$ cat config.mk
export PLATFORM = sky130hd
export DESIGN_NAME = kmp_stream_matcher_unit
export DESIGN_NICKNAME = d
export VERILOG_FILES = /design/src/rtl/core/kmp_pkg.sv /design/src/rtl/core/kmp_ram.sv /design/src/rtl/core/kmp_datapath.sv /design/src/rtl/core/kmp_ctrl.sv /design/src/rtl/core/kmp_stream_matcher_unit.sv
export SDC_FILE = /design/constraint.sdc
export NUM_CORES = 1
export LEC_CHECK = 0
export BUFFER_PORTS_ARGS = -buffer_cell sky130_fd_sc_hd__buf_2
export CELL_PAD_IN_SITES_DETAIL_PLACEMENT = 1
export CELL_PAD_IN_SITES_GLOBAL_PLACEMENT = 2
export CORE_AREA = 5 5 309 311
export CTS_CLUSTER_SIZE = 16
export DETAILED_ROUTE_END_ITERATION = 10
export DIE_AREA = 0 0 314 316
export GPL_ROUTABILITY_DRIVEN = 0
export PLACE_DENSITY = 0.73
export SETUP_SLACK_MARGIN = 0.02
export SKIP_LAST_GASP = 1
export SLEW_MARGIN = 20
export SYNTH_ARGS = -nofsm -noshare
export SYNTH_HDL_FRONTEND = slang
export SYNTH_SLANG_ARGS = --single-unit
$ cat constraint.sdc
create_clock -name clk -period 9.6 [get_ports clk]
set_input_delay 0.96 -clock clk [delete_from_list [all_inputs] [get_ports clk]]
set_output_delay 0.96 -clock clk [all_outputs]
set_load 0.05 [all_outputs]
$ cat src/rtl/core/kmp_pkg.sv
// kmp_pkg: shared types and constants for the streaming kmp matcher
// command codes and the controller/datapath command and status structs
// no dependencies
package kmp_pkg;

  localparam int CMD_W     = 2;
  localparam int CHAR_W    = 8;
  localparam int MATCH_E_W = 32;

  // input command codes
  typedef enum logic [CMD_W-1:0] {
    CMD_CLEAR  = 2'd0,
    CMD_APPEND = 2'd1,
    CMD_TEXT   = 2'd2,
    CMD_EOT    = 2'd3
  } kmp_cmd_t;

  // controller to datapath commands
  typedef struct packed {
    logic load;     // latch the beat and issue the first table read
    logic advance;  // follow the failure link and read again
    logic finish;   // commit state and load the result register
  } dp_cmd_t;

  // datapath to controller status
  typedef struct packed {
    logic need_read;     // beat on the input needs a table walk
    logic keep_seeking;  // mismatch with a non-zero prefix
    logic out_free;      // result register can take a new beat
  } dp_status_t;

endpackage

$ cat src/rtl/core/kmp_ram.sv
// kmp_ram: generic single write, single read port ram with registered read
// read data holds while read enable is low; depends on nothing
module kmp_ram #(
  parameter int WIDTH = 8,
  parameter int DEPTH = 64
) (
  input  logic                     clk,
  input  logic                     wr_en,
  input  logic [$clog2(DEPTH)-1:0] wr_addr,
  input  logic [WIDTH-1:0]         wr_data,
  input  logic                     rd_en,
  input  logic [$clog2(DEPTH)-1:0] rd_addr,
  output logic [WIDTH-1:0]         rd_data
);

  logic [WIDTH-1:0] mem [DEPTH];

  // write port and registered read port
  always_ff @(posedge clk) begin
    if (wr_en) begin
      mem[wr_addr] <= wr_data;
    end
    if (rd_en) begin
      rd_data <= mem[rd_addr];
    end
  end

endmodule

$ cat src/rtl/core/kmp_datapath.sv
// kmp_datapath: pattern and failure rams, match state and result register
// depends on kmp_pkg and kmp_ram; driven by kmp_ctrl
module kmp_datapath #(
  parameter int PATTERN_MAX = 64,
  parameter int INDEX_BITS  = 32
) (
  input  logic                              clk,
  input  logic                              rst_n,
  input  kmp_pkg::dp_cmd_t                  cmd,
  output kmp_pkg::dp_status_t               status,
  input  logic [kmp_pkg::CMD_W-1:0]         in_command,
  input  logic [kmp_pkg::CHAR_W-1:0]        in_char_value,
  input  logic                              out_stall,
  output logic                              out_valid,
  output logic                              out_match_here,
  output logic                              out_found,
  output logic [kmp_pkg::MATCH_E_W-1:0]     out_match_end,
  output logic [$clog2(PATTERN_MAX+1)-1:0]  out_matched_length,
  output logic                              out_overflow
);

  localparam int AW = $clog2(PATTERN_MAX);
  localparam int LW = $clog2(PATTERN_MAX + 1);
  localparam int EW = (INDEX_BITS < kmp_pkg::MATCH_E_W) ? INDEX_BITS : kmp_pkg::MATCH_E_W;

  // latched beat and walk pointer
  kmp_pkg::kmp_cmd_t          cmd_r;
  logic [kmp_pkg::CHAR_W-1:0] char_r;
  logic [AW-1:0]              k_r, k_nxt;

  // match state
  logic [LW-1:0]         len_r, len_nxt;
  logic [AW-1:0]         bp_r, bp_nxt;
  logic [AW-1:0]         mp_r, mp_nxt;
  logic                  found_r, found_nxt;
  logic [INDEX_BITS-1:0] idx_r, idx_nxt;
  logic                  ovf_r, ovf_nxt;

  // result register
  logic                          out_valid_r, out_valid_nxt;
  logic                          here_r, here_nxt;
  logic                          ofound_r, ofound_nxt;
  logic [kmp_pkg::MATCH_E_W-1:0] end_r, end_nxt;
  logic [LW-1:0]                 mlen_r, mlen_nxt;
  logic                          oovf_r, oovf_nxt;

  // ram ports
  logic                       rd_en;
  logic [AW-1:0]              rd_k;
  logic [kmp_pkg::CHAR_W-1:0] pat_rd;
  logic [AW-1:0]              fail_rd;
  logic                       wr_en;
  logic [AW-1:0]              wr_fail;

  kmp_pkg::kmp_cmd_t in_cmd;
  logic              len_nz, len_room, hit;
  logic [LW-1:0]     k_fin;

  assign in_cmd   = kmp_pkg::kmp_cmd_t'(in_command);
  assign len_nz   = (len_r != '0);
  assign len_room = (len_r < LW'(PATTERN_MAX));
  assign hit      = (pat_rd == char_r);
  assign k_fin    = LW'(k_r) + LW'(hit);

  // status towards the controller
  always_comb begin
    status.need_read = 1'b0;
    case (in_cmd)
      kmp_pkg::CMD_APPEND: status.need_read = len_nz && len_room;
      kmp_pkg::CMD_TEXT:   status.need_read = len_nz;
      default:             status.need_read = 1'b0;
    endcase
    status.keep_seeking = (k_r != '0) && !hit;
    status.out_free     = !out_valid_r || !out_stall;
  end

  // walk pointer: start from the build prefix or the match position
  always_comb begin
    k_nxt = k_r;
    if (cmd.load) begin
      k_nxt = (in_cmd == kmp_pkg::CMD_APPEND) ? bp_r : mp_r;
    end else if (cmd.advance) begin
      k_nxt = fail_rd;
    end
  end

  assign rd_en = cmd.load || cmd.advance;
  assign rd_k  = k_nxt;

  kmp_ram #(
    .WIDTH(kmp_pkg::CHAR_W),
    .DEPTH(PATTERN_MAX)
  ) u_pat_ram (
    .clk    (clk),
    .wr_en  (wr_en),
    .wr_addr(len_r[AW-1:0]),
    .wr_data(char_r),
    .rd_en  (rd_en),
    .rd_addr(rd_k),
    .rd_data(pat_rd)
  );

  kmp_ram #(
    .WIDTH(AW),
    .DEPTH(PATTERN_MAX)
  ) u_fail_ram (
    .clk    (clk),
    .wr_en  (wr_en),
    .wr_addr(len_r[AW-1:0]),
    .wr_data(wr_fail),
    .rd_en  (rd_en),
    .rd_addr(rd_k - AW'(1)),
    .rd_data(fail_rd)
  );

  // state update and result on completion of a beat
  always_comb begin
    len_nxt    = len_r;
    bp_nxt     = bp_r;
    mp_nxt     = mp_r;
    found_nxt  = found_r;
    idx_nxt    = idx_r;
    ovf_nxt    = ovf_r;
    wr_en      = 1'b0;
    wr_fail    = '0;
    here_nxt   = here_r;
    ofound_nxt = ofound_r;
    end_nxt    = end_r;
    mlen_nxt   = mlen_r;
    oovf_nxt   = oovf_r;
    if (cmd.finish) begin
      here_nxt   = 1'b0;
      ofound_nxt = found_r;
      end_nxt    = '0;
      mlen_nxt   = '0;
      case (cmd_r)
        kmp_pkg::CMD_CLEAR: begin
          len_nxt    = '0;
          bp_nxt     = '0;
          mp_nxt     = '0;
          found_nxt  = 1'b0;
          idx_nxt    = '0;
          ovf_nxt    = 1'b0;
          ofound_nxt = 1'b0;
        end
        kmp_pkg::CMD_APPEND: begin
          mlen_nxt = LW'(mp_r);
          if (!len_room) begin
            ovf_nxt = 1'b1;
          end else begin
            // first byte has an empty proper prefix
            wr_fail = len_nz ? k_fin[AW-1:0] : '0;
            wr_en   = 1'b1;
            bp_nxt  = wr_fail;
            len_nxt = len_r + LW'(1);
          end
        end
        kmp_pkg::CMD_TEXT: begin
          end_nxt = kmp_pkg::MATCH_E_W'(idx_r[EW-1:0]);
          if (idx_r != {INDEX_BITS{1'b1}}) begin
            idx_nxt = idx_r + INDEX_BITS'(1);
          end
          if (len_nz) begin
            mlen_nxt = k_fin;
            if (k_fin >= len_r) begin
              // full match: fall back to the last byte's failure entry
              here_nxt  = 1'b1;
              found_nxt = 1'b1;
              mp_nxt    = bp_r;
            end else begin
              mp_nxt = k_fin[AW-1:0];
            end
          end
          ofound_nxt = found_nxt;
        end
        kmp_pkg::CMD_EOT: begin
          found_nxt = 1'b0;
          mp_nxt    = '0;
          idx_nxt   = '0;
        end
        default: begin
          ofound_nxt = found_r;
        end
      endcase
      oovf_nxt = ovf_nxt;
    end
  end

  assign out_valid_nxt = cmd.finish ? 1'b1 : (out_valid_r && out_stall);

  // control registers
  always_ff @(posedge clk) begin
    if (!rst_n) begin
      len_r       <= '0;
      bp_r        <= '0;
      mp_r        <= '0;
      found_r     <= 1'b0;
      idx_r       <= '0;
      ovf_r       <= 1'b0;
      out_valid_r <= 1'b0;
    end else begin
      len_r       <= len_nxt;
      bp_r        <= bp_nxt;
      mp_r        <= mp_nxt;
      found_r     <= found_nxt;
      idx_r       <= idx_nxt;
      ovf_r       <= ovf_nxt;
      out_valid_r <= out_valid_nxt;
    end
  end

  // payload registers
  always_ff @(posedge clk) begin
    if (cmd.load) begin
      cmd_r  <= in_cmd;
      char_r <= in_char_value;
    end
    k_r      <= k_nxt;
    here_r   <= here_nxt;
    ofound_r <= ofound_nxt;
    end_r    <= end_nxt;
    mlen_r   <= mlen_nxt;
    oovf_r   <= oovf_nxt;
  end

  assign out_valid          = out_valid_r;
  assign out_match_here     = here_r;
  assign out_found          = ofound_r;
  assign out_match_end      = end_r;
  assign out_matched_length = mlen_r;
  assign out_overflow       = oovf_r;

endmodule

$ cat src/rtl/core/kmp_ctrl.sv
// kmp_ctrl: sequencer for one beat at a time through the kmp datapath
// depends on kmp_pkg; drives kmp_datapath through dp_cmd_t
module kmp_ctrl (
  input  logic                clk,
  input  logic                rst_n,
  input  logic                in_valid,
  output logic                in_stall,
  input  kmp_pkg::dp_status_t status,
  output kmp_pkg::dp_cmd_t    cmd
);

  typedef enum logic [1:0] {
    ST_IDLE,
    ST_SEEK,
    ST_FIN
  } state_t;

  state_t state_r, state_nxt;
  logic   stall_r, stall_nxt;

  // next state and datapath commands
  always_comb begin
    state_nxt   = state_r;
    cmd.load    = 1'b0;
    cmd.advance = 1'b0;
    cmd.finish  = 1'b0;
    case (state_r)
      ST_IDLE: begin
        if (in_valid) begin
          cmd.load  = 1'b1;
          state_nxt = status.need_read ? ST_SEEK : ST_FIN;
        end
      end
      ST_SEEK: begin
        if (status.keep_seeking) begin
          cmd.advance = 1'b1;
        end else if (status.out_free) begin
          cmd.finish = 1'b1;
          state_nxt  = ST_IDLE;
        end
      end
      ST_FIN: begin
        if (status.out_free) begin
          cmd.finish = 1'b1;
          state_nxt  = ST_IDLE;
        end
      end
      default: begin
        state_nxt = ST_IDLE;
      end
    endcase
    stall_nxt = (state_nxt != ST_IDLE);
  end

  // state and registered stall
  always_ff @(posedge clk) begin
    if (!rst_n) begin
      state_r <= ST_IDLE;
      stall_r <= 1'b0;
    end else begin
      state_r <= state_nxt;
      stall_r <= stall_nxt;
    end
  end

  assign in_stall = stall_r;

endmodule

$ cat src/rtl/core/kmp_stream_matcher_unit.sv
// kmp_stream_matcher_unit: top level of the streaming kmp substring matcher
// depends on kmp_pkg, kmp_ctrl, kmp_datapath and kmp_ram
//
// usage:
//   input channel (in_valid/in_stall) carries a command and a byte: clear,
//   append pattern byte, text byte or end of text. every input beat gives
//   exactly one result beat on the output channel (out_valid/out_stall).
//   timing: a beat is taken, then the pattern and failure rams are read at
//   one address per cycle. clear, end of text, a dropped append, a first
//   pattern byte and a text byte with an empty pattern skip the tables and
//   go straight to their final step. other appends and text bytes walk the
//   tables, with one more read per failure fallback; over a text the
//   fallbacks amortise to under one per byte. the result is registered and
//   appears the cycle after the beat completes.
//   the next input beat is taken while a result waits in the output
//   register; if the receiver stalls, the following beat waits at its final
//   step until the output register frees up, then in_stall holds the input.
//   reset clears the match state, pattern length and flags; pattern
//   contents need no clearing as only written entries are read.
module kmp_stream_matcher_unit #(
  parameter int PATTERN_MAX = 64,
  parameter int INDEX_BITS  = 32
) (
  input  logic                              clk,
  input  logic                              rst_n,
  input  logic                              in_valid,
  output logic                              in_stall,
  input  logic [kmp_pkg::CMD_W-1:0]         in_command,
  input  logic [kmp_pkg::CHAR_W-1:0]        in_char_value,
  output logic                              out_valid,
  input  logic                              out_stall,
  output logic                              out_match_here,
  output logic                              out_found,
  output logic [kmp_pkg::MATCH_E_W-1:0]     out_match_end,
  output logic [$clog2(PATTERN_MAX+1)-1:0]  out_matched_length,
  output logic                              out_overflow
);

  kmp_pkg::dp_cmd_t    dp_cmd;
  kmp_pkg::dp_status_t dp_status;

  // sequencer
  kmp_ctrl u_ctrl (
    .clk     (clk),
    .rst_n   (rst_n),
    .in_valid(in_valid),
    .in_stall(in_stall),
    .status  (dp_status),
    .cmd     (dp_cmd)
  );

  // tables, match state and result register
  kmp_datapath #(
    .PATTERN_MAX(PATTERN_MAX),
    .INDEX_BITS (INDEX_BITS)
  ) u_dp (
    .clk               (clk),
    .rst_n             (rst_n),
    .cmd               (dp_cmd),
    .status            (dp_status),
    .in_command        (in_command),
    .in_char_value     (in_char_value),
    .out_stall         (out_stall),
    .out_valid         (out_valid),
    .out_match_here    (out_match_here),
    .out_found         (out_found),
    .out_match_end     (out_match_end),
    .out_matched_length(out_matched_length),
    .out_overflow      (out_overflow)
  );

endmodule

Word-level counts from Yosys, hierarchy flattened:

Memory sizes are Yosys's and may differ from the RTL's. A register that Yosys moved wholly into a read port is not among the register bits.
Index checks and enable logic that the tools add are counted.

* add/subtract/negate cells: 4
* magnitude comparators: 2
* equality and inequality tests: 12
* mux-type cells: 44
* reductions and logical operators: 21

Operator list (count)
* 32-bit case mux with 2 select lines: 1
* 6-bit 2-to-1 mux: 10
* 32-bit by 1-bit adder with 32-bit output, second input constant: 1
* 32-bit 2-to-1 mux: 1
* 32-bit inequality test, second input constant: 1
* 7-bit case mux with 2 select lines: 2
* 6-bit case mux with 2 select lines: 2
* 1-bit 2-to-1 mux: 16
* 7-bit 2-to-1 mux: 2
* 1-bit case mux with 2 select lines: 5
* 3-bit AND reduction: 3
* 2-bit == test, second input constant: 4
* 8-bit == test: 1
* 2-bit 2-to-1 mux: 4
* 6-bit by 1-bit adder with 7-bit output: 1
* 7-bit by 1-bit adder with 7-bit output, second input constant: 1
* 7-bit greater-or-equal comparator: 1
* 7-bit < comparator, second input constant: 1
* 7-bit nonzero test: 1
* 2-bit by 1-bit == test with 1-bit output, second input constant: 3
* 2-bit by 1-bit inequality test with 1-bit output, second input constant: 3
* 2-bit case mux with 3 select lines: 1
* 2-bit nonzero test: 3
* 6-bit nonzero test: 1
* 7 further kinds: 14

* register bits: 115
* RAM bits: 896
* input bits: 14
* output and inout port bits: 44
* logic and storage cells: 102
* memories kept: 2

Memories
* u_dp.u_pat_ram.mem: words 64, bits a word 8, rd ports 1, clocked after Yosys merged registers in 1, write ports 1, line kmp_ram.sv:16 `logic [WIDTH-1:0] mem [DEPTH];`
* u_dp.u_fail_ram.mem: words 64, bits a word 6, rd ports 1, clocked after Yosys merged registers in 1, write ports 1, line kmp_ram.sv:16

Longest topological paths before layout:

* depth after elaboration: 8
* depth in mapped cells: 19
* depth with buffers taken out: 16

Hierarchy:

A second synthesis with hierarchy kept.

* cells, all modules: 2196
* area total of the unflattened synthesis: 41023.1 µm²

Modules (own cells, without submodules)
* kmp_ram at u_dp.u_pat_ram: times used 1, cells an instance 940, area each 20246.9 µm², seq. area each 15615.0 µm²
* kmp_ram at u_dp.u_fail_ram: times used 1, cells an instance 720, area each 15285.9 µm², seq. area each 11711.2 µm²
* kmp_datapath: times used 1, cells an instance 505, area each 5230.0 µm², seq. area each 2762.6 µm²
* kmp_ctrl: times used 1, cells an instance 31, area each 260.2 µm², seq. area each 60.1 µm²

Worst setup path before layout:

Ideal clock, no wire load.

* path type: flip-flop to flip-flop
* start point: register u_dp.char_r[2] (netlist bit)
* end point: memory u_dp.u_fail_ram.mem[0][0] (netlist bit) (data pin)
* setup time: 690 ps
* arrival time: 5836 ps
* data required time: 8910 ps
* path slack: 3074 ps
* stages on the path, launching flop included: 10
* path buffers: 0
* clock period less this slack: 6526 ps
* cell sequence: edfxtp_1 -> xnor2_1 -> nand4_1 -> o21ai_0 -> a21oi_1 -> nand2b_1 -> nand2b_1 -> inv_1 -> nand2_1 -> nor3_1

RTL lines
* start: declaration: line kmp_datapath.sv:28 `logic [kmp_pkg::CHAR_W-1:0] char_r;`
* start signal: assignment: line kmp_datapath.sv:216 `char_r <= in_char_value;`
* end: declaration: line kmp_ram.sv:16

Worst setup path in the final report:

* start point: register u_dp.char_r[5] (netlist bit)
* end point: register u_dp.u_pat_ram.rd_data[7], read port of u_dp.u_pat_ram.mem (data pin)

* cells in the longest elaborated chain, start to end: 7
* elaborated cells on any way between the ends: 8
* classes of those cells: eq/ne: 1; mux: 4; reduce/logical: 3

Ends and longest elaborated chain
* 8-bit == test *: line kmp_datapath.sv:62 `assign hit = (pat_rd == char_r);`
* 1-bit logical NOT *: line kmp_datapath.sv:73 `status.keep_seeking = (k_r != '0) && !hit;`
* 1-bit logical AND *: line kmp_datapath.sv:73
* 1-bit 2-to-1 mux *: line kmp_ctrl.sv:35 `if (status.keep_seeking) begin`
* 1-bit 2-to-1 mux *: line kmp_ctrl.sv:27 `case (state_r)`
* 6-bit 2-to-1 mux: line kmp_datapath.sv:82 `end else if (cmd.advance) begin`
* 6-bit 2-to-1 mux: line kmp_datapath.sv:80 `if (cmd.load) begin`
* end: declaration: line kmp_ram.sv:13 `output logic [WIDTH-1:0] rd_data`

Mark *: on every way between the ends. The rest lies on a longest branch, timed or not.
A chain may end at the register's enable or synchronous reset.

==> flow_summary.yaml <==
status:
  outcome: "finished clean"
yosys:
  synthMuxAreaShare_pct: 8.79
  synthArstFlopShare_pct: 0
  synthFlopType: "edfxtp_1"
  synth_most_common_cell: "edfxtp_1"
  synth_cell_types: 72
  syn_inst: 2563
  synth_top_family_by_area: "multiplexers"
  synth_top_cell_area_share_pct: 70.1
  syn_area_mm2: 0.0412
  synth_warnings: 0
  synthAdderAreaFrac_pct: 0.668
  synth_nets: 2599
  avgSynthCellArea_um2: 16.1
  synth_simple_gate_area_share_pct: 8.34
  synth-edff-count: 962
  synth_top_area_cell: "edfxtp_1"
  synth-compound-area-share_pct: 6.08
  synth_xor_xnor_area_share_pct: 1.04
  synth_area_leaders: "edfxtp_1 70%, mux4_2 5.2%, mux2i_1 3.5%"
  seq_area_frac_synth_pct: 73.2
  ys_ff_latch: 1025
  yosys-top-cells-count: "962 x edfxtp_1, 322 x nand2_1, 146 x mux2i_1"
clocking:
  clock-root-buffer: "clkbuf_16"
  cts.sinks: 1025
  clock_path_buffers: 3
  numCtsBuffers: 107
  cts_hold_buf: 0
  cts_tree: "built"
  clk_latency_ns: 0.69
  htree_levels: 3
  ctsResizeCount: 0
  post-cts-setup-buffers: 0
  clkTransAtPathRegs_ns: 0.06
routing:
  detail_route.wl_per_cell_um: 28.4
  postRouteAntennaNets: 0
  wl_mm: 112
  dr.pass1.iters: 5
  vias: 23401
  via_per_inst: 5.92
  post-route-drc-count: 0
  dr.first_iter.drc_count: 2119
floorplan:
  rows: 112
  dieArea_mm2: 0.0992
  start_util_pct: 44.6
  die_w_um: 314
  ios: 58
  die_h_um: 316
  core_area_mm2: 0.0925
global_route:
  antenna_found_initial: 2
  grt_start_max_net_pins: 132
  grt_first_pass_wirelength_mm: 165
  grt_util_met2_pct: 37.8
  globalRouteOverflowTotal: 0
  gr-usage-met1_pct: 31.1
  grtUsageTotal_pct: 22.5
  busiest_layer: "met2"
  use_met3_pct: 3.08
  grt_pass1_vias: 24246
sta:
  finalCriticalPeriod_ns: 6.21
  hold_viol_final: 0
  fin_setup_tns_ns: 0
  max_slew.worst_pin.slew_ns: 1.18
  period_share_pct: 64.7
  drv_slew: 0
  finClkSkew_ns: 0.0327
  relSlewSlack_pct: 20.9
  rsz0062_at_grt: "false"
  setup_viol: 0
  max_freq_mhz: 161
final_layout:
  drive_gt1_share_pct: 17.7
  areaGrowthSynthToFinish_pct: 12.9
  postLayoutCellArea_mm2: 0.0465
  n_fill_cell: 8709
  nets: 2706
  diodes: 0
placement:
  place_area_mm2: 0.0431
  hpwl_mm: 68.2
  port-buffer-count: 57
worst_hold_path:
  hold_path.class: "in -> reg"
worst_setup_path:
  crit_arrival_ns: 6.62
  startpoint_type: "flop"
  cp-end-kind: "flop"
  worstSetupPathType: "reg -> reg"
  required_ns: 10.01
  critPathMaxFanout: 68
power_and_ir_drop:
  peakVddDrop_uv: 204
  leakage_nw: 15.7
  powerDensity_mw_per_mm2: 208
job:
  cap_violations: 0
-- area by class of cell --
type | count | area, um2 | area share (%)
Clock inverter | 59 | 523 | 1.12
Clock buffer | 139 | 2880 | 6.19
Timing Repair Buffer | 128 | 831 | 1.79
Sequential cell | 1025 | 30100 | 64.8
Tap cell | 1197 | 1500 | 3.22
Inverter | 33 | 146 | 0.315
Multi-Input combinational cell | 1375 | 10500 | 22.6
-- cells in the final DEF (no fill, tap or decap), drive strengths merged, types with 13 or more instances in the layout --
| cell | n |
|---|---|
| a211o | 17 |
| a21oi | 96 |
| a22o | 31 |
| a32o | 13 |
| and2 | 53 |
| and3 | 74 |
| buf | 128 |
| clkbuf | 139 |
| clkinv | 51 |
| dfxtp | 63 |
| edfxtp | 962 |
| ha | 22 |
| inv | 32 |
| mux2i | 146 |
| mux4 | 96 |
| nand2 | 322 |
| nand3 | 50 |
| nand4 | 47 |
| nor2 | 128 |
| nor2b | 16 |
| nor3 | 14 |
| o21ai | 66 |
| o221a | 49 |
| o221ai | 16 |
| xnor2 | 27 |
| xor2 | 20 |
-- final timing paths --
path / to / start / slack [ns] / cells after the start
setup / recovery: u_dp.u_pat_ram.rd_data[7] / u_dp.char_r[5] / 3.39 / 14
setup reg to reg: u_dp.u_pat_ram.rd_data[7] / u_dp.char_r[5] / 3.39 / 14
hold reg to reg: u_dp.ovf_r / u_dp.ovf_r / 0.47 / 2
hold / removal: u_dp.char_r[0] / in_char_value[0] / 0.46 / 1
-- through the flow --
stage / utilization (%) / hold slack [ns] / instances / worst slack [ns] / power [W]
2_1_floorplan: - / 0.437 / 2563 / 3.07 / 0.00542
3_3_place_gp: 46.6 / 0.454 / 3758 / 3.26 / 0.00572
3_5_place_dp: 46.6 / 0.462 / 3758 / 3.07 / 0.00574
4_1_cts: 50.3 / 0.412 / 3956 / 3.45 / 0.00975
5_1_grt: 50.3 / 0.416 / 3956 / 3.08 / 0.0100
6_report: 50.3 / 0.458 / 3956 / 3.39 / 0.00967
-- layer usage --
| metal | vias to the layer above | routed length, um |
|---|---|---|
| met5 | - | 0 |
| met4 | 0 | 3140 |
| met3 | 154 | 5860 |
| met2 | 665 | 55600 |
| met1 | 12410 | 47700 |
| li1 | 10172 | - |
-- kinds of logic after synthesis --
kind of cell,after synthesis
mux,242
compound gates,336
simple gates,728
buf+inv,163
xor+xnor,47
fa+ha+maj,22
flops,1025
-- report_power, final --
group          total [W]  switching [W]  leakage, nW  internal (W)
logic           0.000726       0.000525         4.17      0.000201
clock network    0.00403        0.00173         1.67       0.00230
registers        0.00492      0.0000265         9.90       0.00489
-- registers in the layout, summed over array words and instances, names as in the netlist, 2 cells and up --
signal                   count
u_dp.u_pat_ram.mem         512
u_dp.u_fail_ram.mem        384
u_dp.idx_r                  32
u_dp.out_match_end          32
u_dp.char_r                  8
u_dp.u_pat_ram.rd_data       8
u_dp.len_r                   7
u_dp.out_matched_length      7
u_dp.bp_r                    6
u_dp.k_r                     6
u_dp.mp_r                    6
u_dp.u_fail_ram.rd_data      6
u_ctrl.state_r               2
u_dp.cmd_r                   2
-- critical path, stage by stage (launching register included) --
cell	delay [ns]
edfxtp_1	0.32
buf_4	0.66
xnor2_1	0.29
nand4_1	0.39
o211ai_1	0.36
o211ai_1	0.12
buf_4	0.24
nand2_4	0.60
clkinv_2	0.96
buf_4	0.64
a21oi_1	0.26
a22o_1	0.17
nand2_1	0.06
a41oi_1	0.50
nand3_1	0.16
No activity file was read; power rests on OpenSTA's default activity.
